--- src/rtl/pcr_pkg.sv ---
// Package for the controller pak command responder: constants, shared types
// and the CRC-8 helper functions. No dependencies.
package pcr_pkg;

  // Data bytes carried by one pak transfer
  localparam int unsigned DATA_BYTES = 32;

  // Frame positions
  localparam int unsigned POS_W          = 6;
  localparam logic [POS_W-1:0] POS_CMD   = POS_W'(2);
  localparam logic [POS_W-1:0] POS_ADDR_HI = POS_W'(3);
  localparam logic [POS_W-1:0] POS_ADDR_LO = POS_W'(4);
  localparam logic [POS_W-1:0] FIRST_DATA_POS = POS_W'(5);
  localparam logic [POS_W-1:0] END_POS   = POS_W'(4 + DATA_BYTES);

  // Width of the remaining-results counter of a read burst
  localparam int unsigned REM_W = $clog2(DATA_BYTES + 1);

  // Command codes
  localparam logic [7:0] CMD_READ  = 8'h02;
  localparam logic [7:0] CMD_WRITE = 8'h03;

  // CRC and address constants
  localparam logic [7:0]  CRC_POLY    = 8'h85;
  localparam logic [7:0]  ADDR_MASK   = 8'hE0;
  localparam logic [15:0] FILL_LOW    = 16'h8000;
  localparam logic [15:0] FILL_HIGH   = 16'h9000;
  localparam logic [15:0] RUMBLE_ADDR = 16'hC000;
  localparam logic [7:0]  FILL_BYTE   = 8'h80;
  localparam logic [7:0]  ZERO_BYTE   = 8'h00;

  // Configuration register indexes
  localparam int unsigned CFG_IDX_W = 1;
  localparam int unsigned CFG_DATA_W = 4;
  localparam logic [CFG_IDX_W-1:0] REG_RAW_PAK_PORTS   = 1'b0;
  localparam logic [CFG_IDX_W-1:0] REG_RUMBLE_AVAILABLE = 1'b1;

  // Configuration register contents
  typedef struct packed {
    logic [3:0] raw_pak_ports;
    logic       rumble_available;
  } pcr_cfg_t;

  // Reply request from the frame parser to the reply generator
  typedef struct packed {
    logic       rd;     // start a read burst
    logic       wr;     // single write CRC reply
    logic [1:0] port;
    logic [7:0] fill;
    logic [7:0] crc;
    logic       upd;
    logic       on;
  } pcr_evt_t;

  // One byte through the CRC-8, MSB first
  function automatic logic [7:0] crc8_update(input logic [7:0] crc, input logic [7:0] b);
    logic [7:0] c;
    c = crc ^ b;
    for (int i = 0; i < 8; i++) begin
      if (c[7]) begin
        c = {c[6:0], 1'b0} ^ CRC_POLY;
      end else begin
        c = {c[6:0], 1'b0};
      end
    end
    return c;
  endfunction

  // CRC of a full block of one repeated byte
  function automatic logic [7:0] block_crc(input logic [7:0] b);
    logic [7:0] c;
    c = 8'h00;
    for (int k = 0; k < DATA_BYTES; k++) begin
      c = crc8_update(c, b);
    end
    return c;
  endfunction

  localparam logic [7:0] FILL_CRC = block_crc(FILL_BYTE);
  localparam logic [7:0] ZERO_CRC = block_crc(ZERO_BYTE);

endpackage

--- src/rtl/pcr_if.sv ---
// Channel interfaces of the pak command responder: input bytes, replies and
// configuration writes. Depends on pcr_pkg.
interface pcr_in_if;
  logic       valid;
  logic       ready;
  logic [1:0] port;
  logic [7:0] frame_byte;
  logic       frame_start;

  modport source (output valid, output port, output frame_byte, output frame_start,
                  input ready);
  modport sink   (input valid, input port, input frame_byte, input frame_start,
                  output ready);
endinterface

interface pcr_out_if;
  logic       valid;
  logic       ready;
  logic [1:0] reply_port;
  logic [7:0] reply_byte;
  logic       last;
  logic       rumble_update;
  logic       rumble_on;

  modport source (output valid, output reply_port, output reply_byte, output last,
                  output rumble_update, output rumble_on, input ready);
  modport sink   (input valid, input reply_port, input reply_byte, input last,
                  input rumble_update, input rumble_on, output ready);
endinterface

interface pcr_cfg_if;
  import pcr_pkg::*;
  logic                 valid;
  logic                 ready;
  logic [CFG_IDX_W-1:0]  index;
  logic [CFG_DATA_W-1:0] data;

  modport source (output valid, output index, output data, input ready);
  modport sink   (input valid, input index, input data, output ready);
endinterface

--- src/rtl/pcr_cfg_regs.sv ---
// Configuration registers of the pak command responder.
// Depends on pcr_pkg and pcr_cfg_if.
module pcr_cfg_regs (
  input  logic             clk,
  input  logic             rst_n,
  pcr_cfg_if.sink          cfg_ch,
  output pcr_pkg::pcr_cfg_t cfg
);
  import pcr_pkg::*;

  logic [3:0] raw_r;
  logic       rumble_r;

  // Always accept a write
  assign cfg_ch.ready = 1'b1;

  // Capture a write transaction into the addressed register
  always_ff @(posedge clk) begin
    if (!rst_n) begin
      raw_r    <= 4'h0;
      rumble_r <= 1'b0;
    end else if (cfg_ch.valid) begin
      case (cfg_ch.index)
        REG_RAW_PAK_PORTS:    raw_r    <= cfg_ch.data[3:0];
        REG_RUMBLE_AVAILABLE: rumble_r <= cfg_ch.data[0];
        default: ;
      endcase
    end
  end

  assign cfg.raw_pak_ports    = raw_r;
  assign cfg.rumble_available = rumble_r;

endmodule

--- src/rtl/pcr_frame_parser.sv ---
// Frame parser: tracks the frame position, command, address and running CRC
// and raises reply requests. Depends on pcr_pkg and pcr_in_if.
module pcr_frame_parser (
  input  logic              clk,
  input  logic              rst_n,
  pcr_in_if.sink            in_ch,
  input  logic              take_ok,
  input  pcr_pkg::pcr_cfg_t cfg,
  output pcr_pkg::pcr_evt_t evt
);
  import pcr_pkg::*;

  logic [POS_W-1:0] pos_r, pos_nxt;
  logic             active_r, active_nxt;
  logic [1:0]       port_r, port_nxt;
  logic [7:0]       cmd_r, cmd_nxt;
  logic [15:0]      addr_r, addr_nxt;
  logic [7:0]       crc_r, crc_nxt;
  logic             nz_r, nz_nxt;

  logic             accept;
  logic [POS_W-1:0] pos_e;
  logic             active_e;
  logic [7:0]       cmd_e;
  logic [15:0]      addr_e;
  logic [7:0]       crc_e;
  logic             nz_e;
  logic             raw;
  logic             in_fill;

  assign in_ch.ready = take_ok;
  assign accept      = in_ch.valid && take_ok;

  // Work out the next frame state and any reply for this byte
  always_comb begin
    // A frame start drops whatever frame was open
    active_e = in_ch.frame_start || active_r;
    pos_e    = in_ch.frame_start ? '0 : pos_r;
    port_nxt = in_ch.frame_start ? in_ch.port : port_r;
    cmd_e    = in_ch.frame_start ? 8'h00 : cmd_r;
    addr_e   = in_ch.frame_start ? 16'h0000 : addr_r;
    crc_e    = in_ch.frame_start ? 8'h00 : crc_r;
    nz_e     = in_ch.frame_start ? 1'b0 : nz_r;

    active_nxt = active_e;
    pos_nxt    = pos_e;
    cmd_nxt    = cmd_e;
    addr_nxt   = addr_e;
    crc_nxt    = crc_e;
    nz_nxt     = nz_e;
    raw        = cfg.raw_pak_ports[port_nxt];
    in_fill    = 1'b0;

    evt      = '0;
    evt.port = port_nxt;

    if (active_e && (pos_e <= END_POS)) begin
      pos_nxt = pos_e + 1'b1;
      if (pos_e == POS_CMD) begin
        cmd_nxt = in_ch.frame_byte;
      end else if (pos_e == POS_ADDR_HI) begin
        addr_nxt = {in_ch.frame_byte, addr_e[7:0]};
      end else if (pos_e == POS_ADDR_LO) begin
        addr_nxt = {addr_e[15:8], in_ch.frame_byte & ADDR_MASK};
        in_fill  = (addr_nxt >= FILL_LOW) && (addr_nxt < FILL_HIGH);
        evt.rd   = (cmd_e == CMD_READ) && raw;
        evt.fill = in_fill ? FILL_BYTE : ZERO_BYTE;
        evt.crc  = in_fill ? FILL_CRC : ZERO_CRC;
      end else if (pos_e >= FIRST_DATA_POS) begin
        crc_nxt = crc8_update(crc_e, in_ch.frame_byte);
        if (pos_e == FIRST_DATA_POS) begin
          nz_nxt = (in_ch.frame_byte != 8'h00);
        end
        evt.wr  = (pos_e == END_POS) && (cmd_e == CMD_WRITE) && raw;
        evt.crc = crc_nxt;
        evt.upd = (addr_e == RUMBLE_ADDR) && cfg.rumble_available;
        evt.on  = evt.upd && nz_nxt;
      end
    end

    // Only an accepted byte raises a reply
    if (!accept) begin
      evt.rd = 1'b0;
      evt.wr = 1'b0;
    end
  end

  // Commit the frame state on an accepted transaction
  always_ff @(posedge clk) begin
    if (!rst_n) begin
      pos_r    <= '0;
      active_r <= 1'b0;
      port_r   <= 2'd0;
      cmd_r    <= 8'h00;
      addr_r   <= 16'h0000;
      crc_r    <= 8'h00;
      nz_r     <= 1'b0;
    end else if (accept) begin
      pos_r    <= pos_nxt;
      active_r <= active_nxt;
      port_r   <= port_nxt;
      cmd_r    <= cmd_nxt;
      addr_r   <= addr_nxt;
      crc_r    <= crc_nxt;
      nz_r     <= nz_nxt;
    end
  end

endmodule

--- src/rtl/pcr_reply_gen.sv ---
// Reply generator: output register plus the read-burst counter that streams
// fill bytes and their CRC. Depends on pcr_pkg and pcr_out_if.
module pcr_reply_gen (
  input  logic              clk,
  input  logic              rst_n,
  input  pcr_pkg::pcr_evt_t evt,
  output logic              take_ok,
  pcr_out_if.source         out_ch
);
  import pcr_pkg::*;

  logic             valid_r, valid_nxt;
  logic [1:0]       port_r, port_nxt;
  logic [7:0]       byte_r, byte_nxt;
  logic             last_r, last_nxt;
  logic             upd_r, upd_nxt;
  logic             on_r, on_nxt;
  logic [REM_W-1:0] rem_r, rem_nxt;
  logic [7:0]       bfill_r, bfill_nxt;
  logic [7:0]       bcrc_r, bcrc_nxt;
  logic             load;

  // The output register can take a new result when empty or being drained
  assign load    = !valid_r || out_ch.ready;
  assign take_ok = load && (rem_r == '0);

  // Choose the next result: burst continuation first, then a new request
  always_comb begin
    valid_nxt = valid_r;
    port_nxt  = port_r;
    byte_nxt  = byte_r;
    last_nxt  = last_r;
    upd_nxt   = upd_r;
    on_nxt    = on_r;
    rem_nxt   = rem_r;
    bfill_nxt = bfill_r;
    bcrc_nxt  = bcrc_r;
    if (load) begin
      valid_nxt = 1'b0;
      if (rem_r != '0) begin
        valid_nxt = 1'b1;
        upd_nxt   = 1'b0;
        on_nxt    = 1'b0;
        rem_nxt   = rem_r - 1'b1;
        if (rem_r == REM_W'(1)) begin
          byte_nxt = bcrc_r;
          last_nxt = 1'b1;
        end else begin
          byte_nxt = bfill_r;
          last_nxt = 1'b0;
        end
      end else if (evt.rd) begin
        valid_nxt = 1'b1;
        port_nxt  = evt.port;
        byte_nxt  = evt.fill;
        last_nxt  = 1'b0;
        upd_nxt   = 1'b0;
        on_nxt    = 1'b0;
        rem_nxt   = REM_W'(DATA_BYTES);
        bfill_nxt = evt.fill;
        bcrc_nxt  = evt.crc;
      end else if (evt.wr) begin
        valid_nxt = 1'b1;
        port_nxt  = evt.port;
        byte_nxt  = evt.crc;
        last_nxt  = 1'b1;
        upd_nxt   = evt.upd;
        on_nxt    = evt.on;
      end
    end
  end

  // Hold control state under reset; payload needs none
  always_ff @(posedge clk) begin
    if (!rst_n) begin
      valid_r <= 1'b0;
      rem_r   <= '0;
    end else begin
      valid_r <= valid_nxt;
      rem_r   <= rem_nxt;
    end
  end

  always_ff @(posedge clk) begin
    port_r  <= port_nxt;
    byte_r  <= byte_nxt;
    last_r  <= last_nxt;
    upd_r   <= upd_nxt;
    on_r    <= on_nxt;
    bfill_r <= bfill_nxt;
    bcrc_r  <= bcrc_nxt;
  end

  assign out_ch.valid         = valid_r;
  assign out_ch.reply_port    = port_r;
  assign out_ch.reply_byte    = byte_r;
  assign out_ch.last          = last_r;
  assign out_ch.rumble_update = upd_r;
  assign out_ch.rumble_on     = on_r;

  // A read request opens a burst with a fill byte on the next cycle
  a_read_starts: assert property (@(posedge clk) disable iff (!rst_n)
    (take_ok && evt.rd) |=> (valid_r && !last_r && rem_r == REM_W'(DATA_BYTES)))
    else $error("read burst did not start");

  // The closing CRC leaves the burst counter empty
  a_last_ends_burst: assert property (@(posedge clk) disable iff (!rst_n)
    (valid_r && last_r) |-> (rem_r == '0))
    else $error("last result while burst still running");

  // Rumble reports ride only on the closing CRC byte
  a_rumble_on_last: assert property (@(posedge clk) disable iff (!rst_n)
    (valid_r && (upd_r || on_r)) |-> last_r)
    else $error("rumble flags on a fill byte");

  // Burst counter stays within one block of data
  a_rem_bound: assert property (@(posedge clk) disable iff (!rst_n)
    rem_r <= REM_W'(DATA_BYTES))
    else $error("burst counter out of range");

endmodule

--- src/rtl/pak_command_responder_crc8.sv ---
// Controller pak command responder with CRC-8 over pak data.
// A reply is registered: it appears in the output register in the cycle after its byte is taken.
// Input: one byte per cycle while the output register is free and no read burst runs; a
// pak read emits 33 results from the burst counter, holding the input until it is empty.
// Reset (rst_n low, synchronous): no frame open, frame and configuration registers cleared, output empty.
// Depends on pcr_pkg, pcr_if, pcr_cfg_regs, pcr_frame_parser and pcr_reply_gen.
module pak_command_responder_crc8 (
  input  logic      clk,
  input  logic      rst_n,
  pcr_in_if.sink    in_ch,
  pcr_out_if.source out_ch,
  pcr_cfg_if.sink   cfg_ch
);
  import pcr_pkg::*;

  pcr_cfg_t cfg;
  pcr_evt_t evt;
  logic     take_ok;

  // Configuration registers
  pcr_cfg_regs u_cfg (
    .clk    (clk),
    .rst_n  (rst_n),
    .cfg_ch (cfg_ch),
    .cfg    (cfg)
  );

  // Frame tracking and reply requests
  pcr_frame_parser u_parser (
    .clk     (clk),
    .rst_n   (rst_n),
    .in_ch   (in_ch),
    .take_ok (take_ok),
    .cfg     (cfg),
    .evt     (evt)
  );

  // Result register and read burst
  pcr_reply_gen u_reply (
    .clk     (clk),
    .rst_n   (rst_n),
    .evt     (evt),
    .take_ok (take_ok),
    .out_ch  (out_ch)
  );

endmodule

--- src/flat_wrapper.sv ---
// flat-port wrapper written by rule: the top's interface ports become plain ports
module pak_command_responder_crc8_flat import pcr_pkg::*;
  (clk, rst_n, in_ch_valid, in_ch_port, in_ch_frame_byte, in_ch_frame_start, in_ch_ready, out_ch_valid, out_ch_reply_port, out_ch_reply_byte, out_ch_last, out_ch_rumble_update, out_ch_rumble_on, out_ch_ready, cfg_ch_valid, cfg_ch_index, cfg_ch_data, cfg_ch_ready);
  pcr_in_if in_ch_i ();
  pcr_out_if out_ch_i ();
  pcr_cfg_if cfg_ch_i ();
  input  logic clk;
  input  logic rst_n;
  input wire logic [$bits(in_ch_i.valid)-1:0] in_ch_valid;
  input wire logic [$bits(in_ch_i.port)-1:0] in_ch_port;
  input wire logic [$bits(in_ch_i.frame_byte)-1:0] in_ch_frame_byte;
  input wire logic [$bits(in_ch_i.frame_start)-1:0] in_ch_frame_start;
  output wire logic [$bits(in_ch_i.ready)-1:0] in_ch_ready;
  output wire logic [$bits(out_ch_i.valid)-1:0] out_ch_valid;
  output wire logic [$bits(out_ch_i.reply_port)-1:0] out_ch_reply_port;
  output wire logic [$bits(out_ch_i.reply_byte)-1:0] out_ch_reply_byte;
  output wire logic [$bits(out_ch_i.last)-1:0] out_ch_last;
  output wire logic [$bits(out_ch_i.rumble_update)-1:0] out_ch_rumble_update;
  output wire logic [$bits(out_ch_i.rumble_on)-1:0] out_ch_rumble_on;
  input wire logic [$bits(out_ch_i.ready)-1:0] out_ch_ready;
  input wire logic [$bits(cfg_ch_i.valid)-1:0] cfg_ch_valid;
  input wire logic [$bits(cfg_ch_i.index)-1:0] cfg_ch_index;
  input wire logic [$bits(cfg_ch_i.data)-1:0] cfg_ch_data;
  output wire logic [$bits(cfg_ch_i.ready)-1:0] cfg_ch_ready;
  assign in_ch_i.valid = in_ch_valid;
  assign in_ch_i.port = in_ch_port;
  assign in_ch_i.frame_byte = in_ch_frame_byte;
  assign in_ch_i.frame_start = in_ch_frame_start;
  assign in_ch_ready = in_ch_i.ready;
  assign out_ch_valid = out_ch_i.valid;
  assign out_ch_reply_port = out_ch_i.reply_port;
  assign out_ch_reply_byte = out_ch_i.reply_byte;
  assign out_ch_last = out_ch_i.last;
  assign out_ch_rumble_update = out_ch_i.rumble_update;
  assign out_ch_rumble_on = out_ch_i.rumble_on;
  assign out_ch_i.ready = out_ch_ready;
  assign cfg_ch_i.valid = cfg_ch_valid;
  assign cfg_ch_i.index = cfg_ch_index;
  assign cfg_ch_i.data = cfg_ch_data;
  assign cfg_ch_ready = cfg_ch_i.ready;
  pak_command_responder_crc8 u_core (.clk(clk), .rst_n(rst_n), .in_ch(in_ch_i), .out_ch(out_ch_i), .cfg_ch(cfg_ch_i));
endmodule
--- config.mk ---
export PLATFORM = sky130hd
export DESIGN_NAME = pak_command_responder_crc8_flat
export DESIGN_NICKNAME = d
export VERILOG_FILES = /design/src/rtl/pcr_pkg.sv /design/src/rtl/pcr_if.sv /design/src/rtl/pcr_cfg_regs.sv /design/src/rtl/pcr_frame_parser.sv /design/src/rtl/pcr_reply_gen.sv /design/src/rtl/pak_command_responder_crc8.sv /design/src/flat_wrapper.sv
export SDC_FILE = /design/constraint.sdc
export NUM_CORES = 1
export LEC_CHECK = 0
export BUFFER_PORTS_ARGS = -buffer_cell sky130_fd_sc_hd__buf_2
export CORE_AREA = 8 8 89 91
export DETAILED_ROUTE_END_ITERATION = 16
export DIE_AREA = 0 0 97 99
export PLACE_DENSITY = 0.78
export SYNTH_ARGS = -nofsm -noshare
export SYNTH_HDL_FRONTEND = slang
export SYNTH_SLANG_ARGS = --single-unit
--- constraint.sdc ---
create_clock -name clk -period 6.85 [get_ports clk]
set_input_delay 0.3425 -clock clk [delete_from_list [all_inputs] [get_ports clk]]
set_output_delay 0.3425 -clock clk [all_outputs]
set_load 0.02 [all_outputs]
==> results.md, run 1 <==
* Vias in the first global route at 2899
* Number of routed nets with antenna violations at 0
* Ys flop type: dfxtp_1
* Crit path max fanout at 32
* Layout cells sized above 1 at 0.132
* Period utilization at 0.454
* Critical path class: in2reg
* WL final at 8.59 mm
* Final Hold Fails at 0
* #FFs+latches synth at 76
* Crit-path slowest cell: buf_2
* Post CTS Setup Buffer Count at 0
* Final layout net count at 447
* Vias at 3072
* Root Buffer: clkbuf_8
* Worst skew pair latency at 0.37 ns
* Total GRT Usage at 0.180
* Sequential area share after synthesis at 0.463
* Max clock buf depth at 2
* Worst min-delay path category: in2reg
* Async S/R FF share, synth at 0
* Slew Limit Headroom at 0.163
* Slew Limit Fails at 0
* Antenna violations before repair at 0
* Post-synth EDFFs at 22
* Commonest non-fill, non-tap cells in the layout: dfxtp_1, nor2_1, buf_2, nand2_1
* Final setup violation count at 0
* Mean area per synthesized cell at 9.55 um2
* Commonest non-fill, non-tap cell in the layout: dfxtp_1
* Post-Syn Instances at 394
* CP Data Arrival Time at 3.12 ns
* TNS Setup at 0 ns
* # placed instances at 488
* Core Region at 0.00657 mm2
* Global-route wire length before repair at 14.1 mm
* Hold Buf Count CTS at 0
* Total CTS buffers at 9
* Core Util, Final at 0.630
* Largest net degree at the start of global routing at 41
* Post-Synthesis Net Count at 422
* Die Ht at 99 um
* Num rows at 30
* Antenna cells at 0
* Post-synthesis cell type count at 58
* Worst vdd ir at 0.195 mV
* Total grt overflow at 0
* Status: finished clean
* Worst-path cell chain: buf_2 > inv_1 > nand2_1 > ha_1 > nor2b_1 > o311ai_0 > and4_1 > a41oi_1 > nor2_1 > o21a_1
* Placer Congestion at 0.891
* Clk slew on worst S/H paths at 0.08 ns
* CTS-repair resized insts at 0
* Final std cells w/o fill at 504
* DRC viols at 0
* Worst Clk Skew at 0.0102 ns
* Area growth, synth to finish at 10.0%
* Slowest stage delay, CP at 0.45 ns
* Chip width at 97 um
* Die area at 0.00960 mm2
* Tmin final at 3.11 ns
* Initial DRC count at 252
* Worst path required time at 6.86 ns
* Num Clock Sinks at 76
* PwrDens at 305 mW/mm2
* DR WL/cell at 17.0 um
* RSZ-0062 raised after global routing: no
* I/O pins at 37
* Ys Warns at 0
* PortBufs at 35
* CTS tree: yes
* Worst-margin pin slew at 1.25 ns
* Worst setup EP type: flop
* Max Fclk at 0.322 GHz
* Pleak at 0.00167 uW
* DP Wirelength at 6.12 mm
* Setup crit start kind: input port
* Initial Util at 0.573
* Max-cap violations at 0
* Pre-antenna DRT Iters at 5
* Mapped Area at 0.00376 mm2
* Avg Vias per Cell at 6.10
* # H-tree levels at 3
sequential cells by signal, indices dropped and copies added, names as in the netlist, 2 cells and up:
register / flops
u_core.u_cfg.raw_r: 4
u_core.u_parser.addr_r: 16
u_core.u_parser.cmd_r: 8
u_core.u_parser.crc_r: 8
u_core.u_parser.port_r: 2
u_core.u_parser.pos_r: 6
u_core.u_reply.bcrc_r: 8
u_core.u_reply.out_ch.reply_byte: 8
u_core.u_reply.out_ch.reply_port: 2
u_core.u_reply.rem_r: 6
metal layers:
| metal | track usage | vias to the layer above | part of all wire |
|---|---|---|---|
| met4 | 0.0710 | 0 | 0.020 |
| met3 | 0.0525 | 15 | 0.057 |
| met1 | 0.225 | 1470 | 0.45 |
| li1 | - | 1489 | - |
| met2 | 0.286 | 98 | 0.47 |
| met5 | 0 | - | 0 |
power by group:
part | switching [uW] | internal (uW) | leakage [uW]
clock network | 167 | 178 | 0.000100
registers | 31.7 | 527 | 0.000675
logic | 240 | 118 | 0.000892
total | 439 | 824 | 0.00167
critical path: cells and delay by family:
family	cells	cell delay (ns)
adders and majority gates	1	0.20
AOI/OAI and AO/OA	3	0.91
and+or+nand+nor	4	0.86
buffers and inverters	2	0.77
cell usage after synthesis (6+ instances only):
| library cell | instances | area (um2) |
|---|---|---|
| a21oi_1 | 13 | 65.1 |
| a22o_1 | 6 | 52.6 |
| a22oi_1 | 22 | 165 |
| and2_1 | 6 | 37.5 |
| and3_1 | 11 | 68.8 |
| clkbuf_1 | 14 | 52.6 |
| dfxtp_1 | 54 | 1080 |
| edfxtp_1 | 22 | 661 |
| ha_1 | 7 | 87.6 |
| inv_1 | 9 | 33.8 |
| mux2i_1 | 11 | 110 |
| nand2_1 | 26 | 97.6 |
| nand4_1 | 10 | 62.6 |
| nor2_1 | 53 | 199 |
| nor2b_1 | 8 | 50.1 |
| nor3_1 | 11 | 55.1 |
| nor4_1 | 8 | 50.1 |
| o21ai_0 | 8 | 40.0 |
| xnor2_1 | 12 | 105 |
| xor2_1 | 9 | 78.8 |
logic make-up after synthesis:
group                      after synthesis  synth area share
and+or+nand+nor                        158             0.221
muxes                                   11            0.0293
xor gates and xnor gates                24            0.0669
other                                    1          0.000997
DFF                                     76             0.463
buffers and inverters                   31            0.0353
AOI/OAI and AO/OA                       86             0.160
adders and majority gates                7            0.0233
area by class of cell:
cell class / count / area, um2
flip-flops and latches: 76 / 1740
clock inverters: 4 / 48.8
inverters: 9 / 33.8
multi-input cells: 287 / 1890
well taps: 80 / 100
fillers: 559 / 2430
clock buffers: 12 / 145
repair buffers: 36 / 183
path summary, 6_finish.rpt:
kind / startpoint / end / slack (ns) / cells after the start
max: in_ch_frame_start / u_core.u_reply.out_ch.reply_byte[6] / 3.74 / 10
min: cfg_ch_data[1] / u_core.u_cfg.raw_r[1] / 0.22 / 3
max reg2reg: u_core.u_reply.rem_r[5] / u_core.u_reply.out_ch.reply_byte[6] / 3.81 / 6
min reg2reg: u_core.u_parser.addr_r[4] / u_core.u_parser.addr_r[4] / 0.48 / 1
per-stage QoR:
step,power (uW),setup WS [ns],hold WS (ns),cell area [um2]
2_1_floorplan,826,4.02,0.436,3760
3_3_place_gp,917,3.54,0.454,3950
3_5_place_dp,926,3.40,0.464,3950
4_1_cts,1270,3.75,0.226,4140
5_1_grt,1330,3.46,0.221,4140
6_report,1260,3.74,0.220,4140
No activity file was read; power rests on OpenSTA's default activity.
==> run 2, diff against run 1 <==
--- a/config.mk
+++ b/config.mk
@@ -6,10 +6,10 @@
 export NUM_CORES = 1
 export LEC_CHECK = 0
 export BUFFER_PORTS_ARGS = -buffer_cell sky130_fd_sc_hd__buf_2
-export CORE_AREA = 8 8 89 91
+export CORE_AREA = 8 8 94 96
 export DETAILED_ROUTE_END_ITERATION = 16
-export DIE_AREA = 0 0 97 99
-export PLACE_DENSITY = 0.78
+export DIE_AREA = 0 0 102 104
+export PLACE_DENSITY = 0.74
 export SYNTH_ARGS = -nofsm -noshare
 export SYNTH_HDL_FRONTEND = slang
 export SYNTH_SLANG_ARGS = --single-unit
==> constraint.sdc (replaced) <==
create_clock -name clk -period 2.8 [get_ports clk]
set_input_delay 0.14 -clock clk [delete_from_list [all_inputs] [get_ports clk]]
set_output_delay 0.14 -clock clk [all_outputs]
set_load 0.02 [all_outputs]
==> results.md, run 2 (same netlist as run 1, synthesis figures left out) <==
* Worst setup EP type: flop (unchanged)
* Slew Limit Headroom at 0.605 (was 0.163)
* Vias at 3074 (was 3072)
* Placer Congestion at 0.891 (about the same)
* Core Region at 0.00745 mm2 (was 0.00657 mm2)
* Worst vdd ir at 0.392 mV (was 0.195 mV)
* Final std cells w/o fill at 535 (was 504)
* Final setup violation count at 0 (unchanged)
* PortBufs at 35 (unchanged)
* Commonest non-fill, non-tap cell in the layout: dfxtp_1 (unchanged)
* Worst-margin pin slew at 0.588 ns (was 1.25 ns)
* Max-cap violations at 0 (unchanged)
* Antenna cells at 0 (unchanged)
* Global-route wire length before repair at 14.3 mm (was 14.1 mm)
* Pleak at 0.00170 uW (was 0.00167 uW)
* CTS tree: yes (unchanged)
* Wire length on met3 at 555 um (was 492 um)
* Clock Power Share at 0.243 (was 0.273)
* Status: finished clean (unchanged)
* FF-to-FF setup slack at 0.23 ns (was 3.81 ns)
* Reg2Reg Depth at 9 (was 6)
* Antenna violations before repair at 0 (unchanged)
* Reg with most FFs: u_core.u_parser.addr_r (unchanged)
* Critical path class: reg2reg (was in2reg)
* Max Used Layer: met4 (unchanged)
* Pre-CTS setup slack at 0.171 ns (was 3.40 ns)
* Seq pwr share at 0.457 (was 0.443)
* Period utilization at 0.916
* Die area at 0.0106 mm2 (was 0.00960 mm2)
* Root Buffer: clkbuf_8 (unchanged)
* Post CTS Setup Buffer Count at 0 (unchanged)
* Avg Vias per Cell at 5.75 (was 6.10)
* PwrDens at 710 mW/mm2 (was 305 mW/mm2)
* Total GRT Usage at 0.168 (was 0.180)
* Die Ht at 104 um (was 99 um)
* DP Wirelength at 6.53 mm (was 6.12 mm)
* Reg2reg end: u_core.u_reply.out_ch.reply_byte[6] (unchanged)
* R2r startpoint: u_core.u_parser.pos_r[0] (was u_core.u_reply.rem_r[5])
* Multi-input combinational cell area at 0.00189 mm2 (about the same)
* Num Clock Sinks at 76 (unchanged)
* WL final at 8.74 mm (was 8.59 mm)
* Layout cells sized above 1 at 0.155 (was 0.132)
* Tmin final at 2.57 ns
* Max clock buf depth at 2 (unchanged)
* DR WL/cell at 16.3 um (was 17.0 um)
* Largest net degree at the start of global routing at 31 (was 41)
* Commonest non-fill, non-tap cells in the layout: dfxtp_1, nor2_1, buf_2, nand2_1 (unchanged)
* Fill count at 689 (was 559)
* Met2 WL at 4.04 mm (was 4.03 mm)
* Vias in the first global route at 2974 (was 2899)
* Final Hold Fails at 0 (unchanged)
* Met1 wire length at 3.88 mm (was 3.89 mm)
* Setup crit start kind: flop (was input port)
* CP Data Arrival Time at 2.61 ns (was 3.12 ns)
* Number of routed nets with antenna violations at 0 (unchanged)
* Logic pwr share at 0.300 (was 0.284)
* Slew Limit Fails at 0 (unchanged)
* # H-tree levels at 3 (unchanged)
* Worst min-delay path category: in2reg (unchanged)
* Net switching power at 1070 uW (was 439 uW)
* Max FFs per register at 16 (unchanged)
* Total CTS buffers at 9 (unchanged)
* Area growth, synth to finish at 11.9% (was 10.0%)
* Pre-antenna DRT Iters at 5 (unchanged)
* Placed Area at 0.00404 mm2 (was 0.00395 mm2)
* Chip width at 102 um (was 97 um)
* Hold Path End: u_core.u_cfg.raw_r[3] (was u_core.u_cfg.raw_r[1])
* Worst path required time at 2.85 ns (was 6.86 ns)
* Final setup margin at 0.234 ns (was 3.74 ns)
* Worst Hold Depth at 3 (unchanged)
* Initial DRC count at 176 (was 252)
* TNS Setup at 0 ns (unchanged)
* # placed instances at 519 (was 488)
* Max Fclk at 0.390 GHz
* FF/Latch Area at 0.00174 mm2 (unchanged)
* Worst hold start: cfg_ch_data[3] (was cfg_ch_data[1])
* Final layout net count at 456 (was 447)
* DRC viols at 0 (unchanged)
* Num rows at 32 (was 30)
* Crit path max fanout at 11 (was 32)
* Worst Clk Skew at 0.0105 ns (was 0.0102 ns)
* Sw Share at 0.357 (was 0.348)
* Initial Util at 0.505 (was 0.573)
* I/O pins at 37 (unchanged)
* Design area at 0.00421 mm2 (was 0.00414 mm2)
* RSZ-0062 raised after global routing: no (unchanged)
* Worst skew pair latency at 0.35 ns (was 0.37 ns)
* Total grt overflow at 0 (unchanged)
* Clk slew on worst S/H paths at 0.08 ns (about the same)
* Internal at 1920 uW (was 824 uW)
[run 2: cell count changes in the layout (fill, tap and decap cells not counted), sizes merged]
cell	change
inv	+1
bufinv	-1
clkinvlp	+1
buf	+9
clkbuf	-2
clkinv	+1
[run 2: layout make-up]
type                            instances  area share
Tap cell                              102      0.0303
Clock inverter                          6     0.00951
Inverter                                9     0.00803
Clock buffer                           10      0.0303
Timing Repair Buffer                   45      0.0595
Multi-Input combinational cell        287       0.449
Sequential cell                        76       0.414
[run 2: per-stage QoR]
| stage | util | power [uW] | hold WS [ns] |
|---|---|---|---|
| after floorplan | - | 2020 | 0.279 |
| after global placement | 0.543 | 2260 | 0.377 |
| after detailed placement | 0.543 | 2280 | 0.390 |
| after CTS | 0.565 | 3000 | 0.0292 |
| after global routing | 0.565 | 3140 | 0.0273 |
| final | 0.565 | 2990 | 0.0319 |
[run 2: worst max-delay path by stage]
stage	startpoint	to	slack, ns	depth (start not counted)
4_1_cts	u_core.u_parser.pos_r[0]	u_core.u_reply.out_ch.reply_byte[5]	0.11	9
3_5_place_dp	u_core.u_parser.pos_r[0]	u_core.u_reply.out_ch.reply_byte[4]	0.17	9
2_1_floorplan	in_ch_frame_start	u_core.u_reply.out_ch.last	0.17	11
3_3_place_gp	u_core.u_parser.pos_r[0]	u_core.u_reply.out_ch.reply_byte[5]	0.27	9
5_1_grt	u_core.u_parser.pos_r[0]	u_core.u_reply.out_ch.reply_byte[6]	0.03	9
6_report	u_core.u_parser.pos_r[0]	u_core.u_reply.out_ch.reply_byte[6]	0.23	9
[run 2: layer usage]
layer  up-vias  track usage
li1       1504            -
met2        99        0.266
met1      1441        0.207
met5         -            0
met3        30       0.0475
met4         0       0.0724
[run 2: critical path, cell delays in order (launching register included)]
cell     delay, ns
dfxtp_1       0.34
nor2b_1       0.30
inv_1         0.13
ha_1          0.22
nor2b_1       0.20
a21o_1        0.19
and4_1        0.24
a41oi_1       0.12
nor2_1        0.21
o21a_2        0.30
[run 2: power by group through the flow]
stage	registers [uW]	clock network [uW]	logic, uW
2_1_floorplan	1480	0	538
5_1_grt	1380	777	981
3_3_place_gp	1390	0	877
3_5_place_dp	1390	0	888
6_report	1360	727	897
4_1_cts	1370	737	895
[run 2: what timing repair did]
item	CTS	global route
hold buffers	0	0
resized for setup	0	1
endpoints found under the setup margin	0	11
hold endpoints to repair	0	0
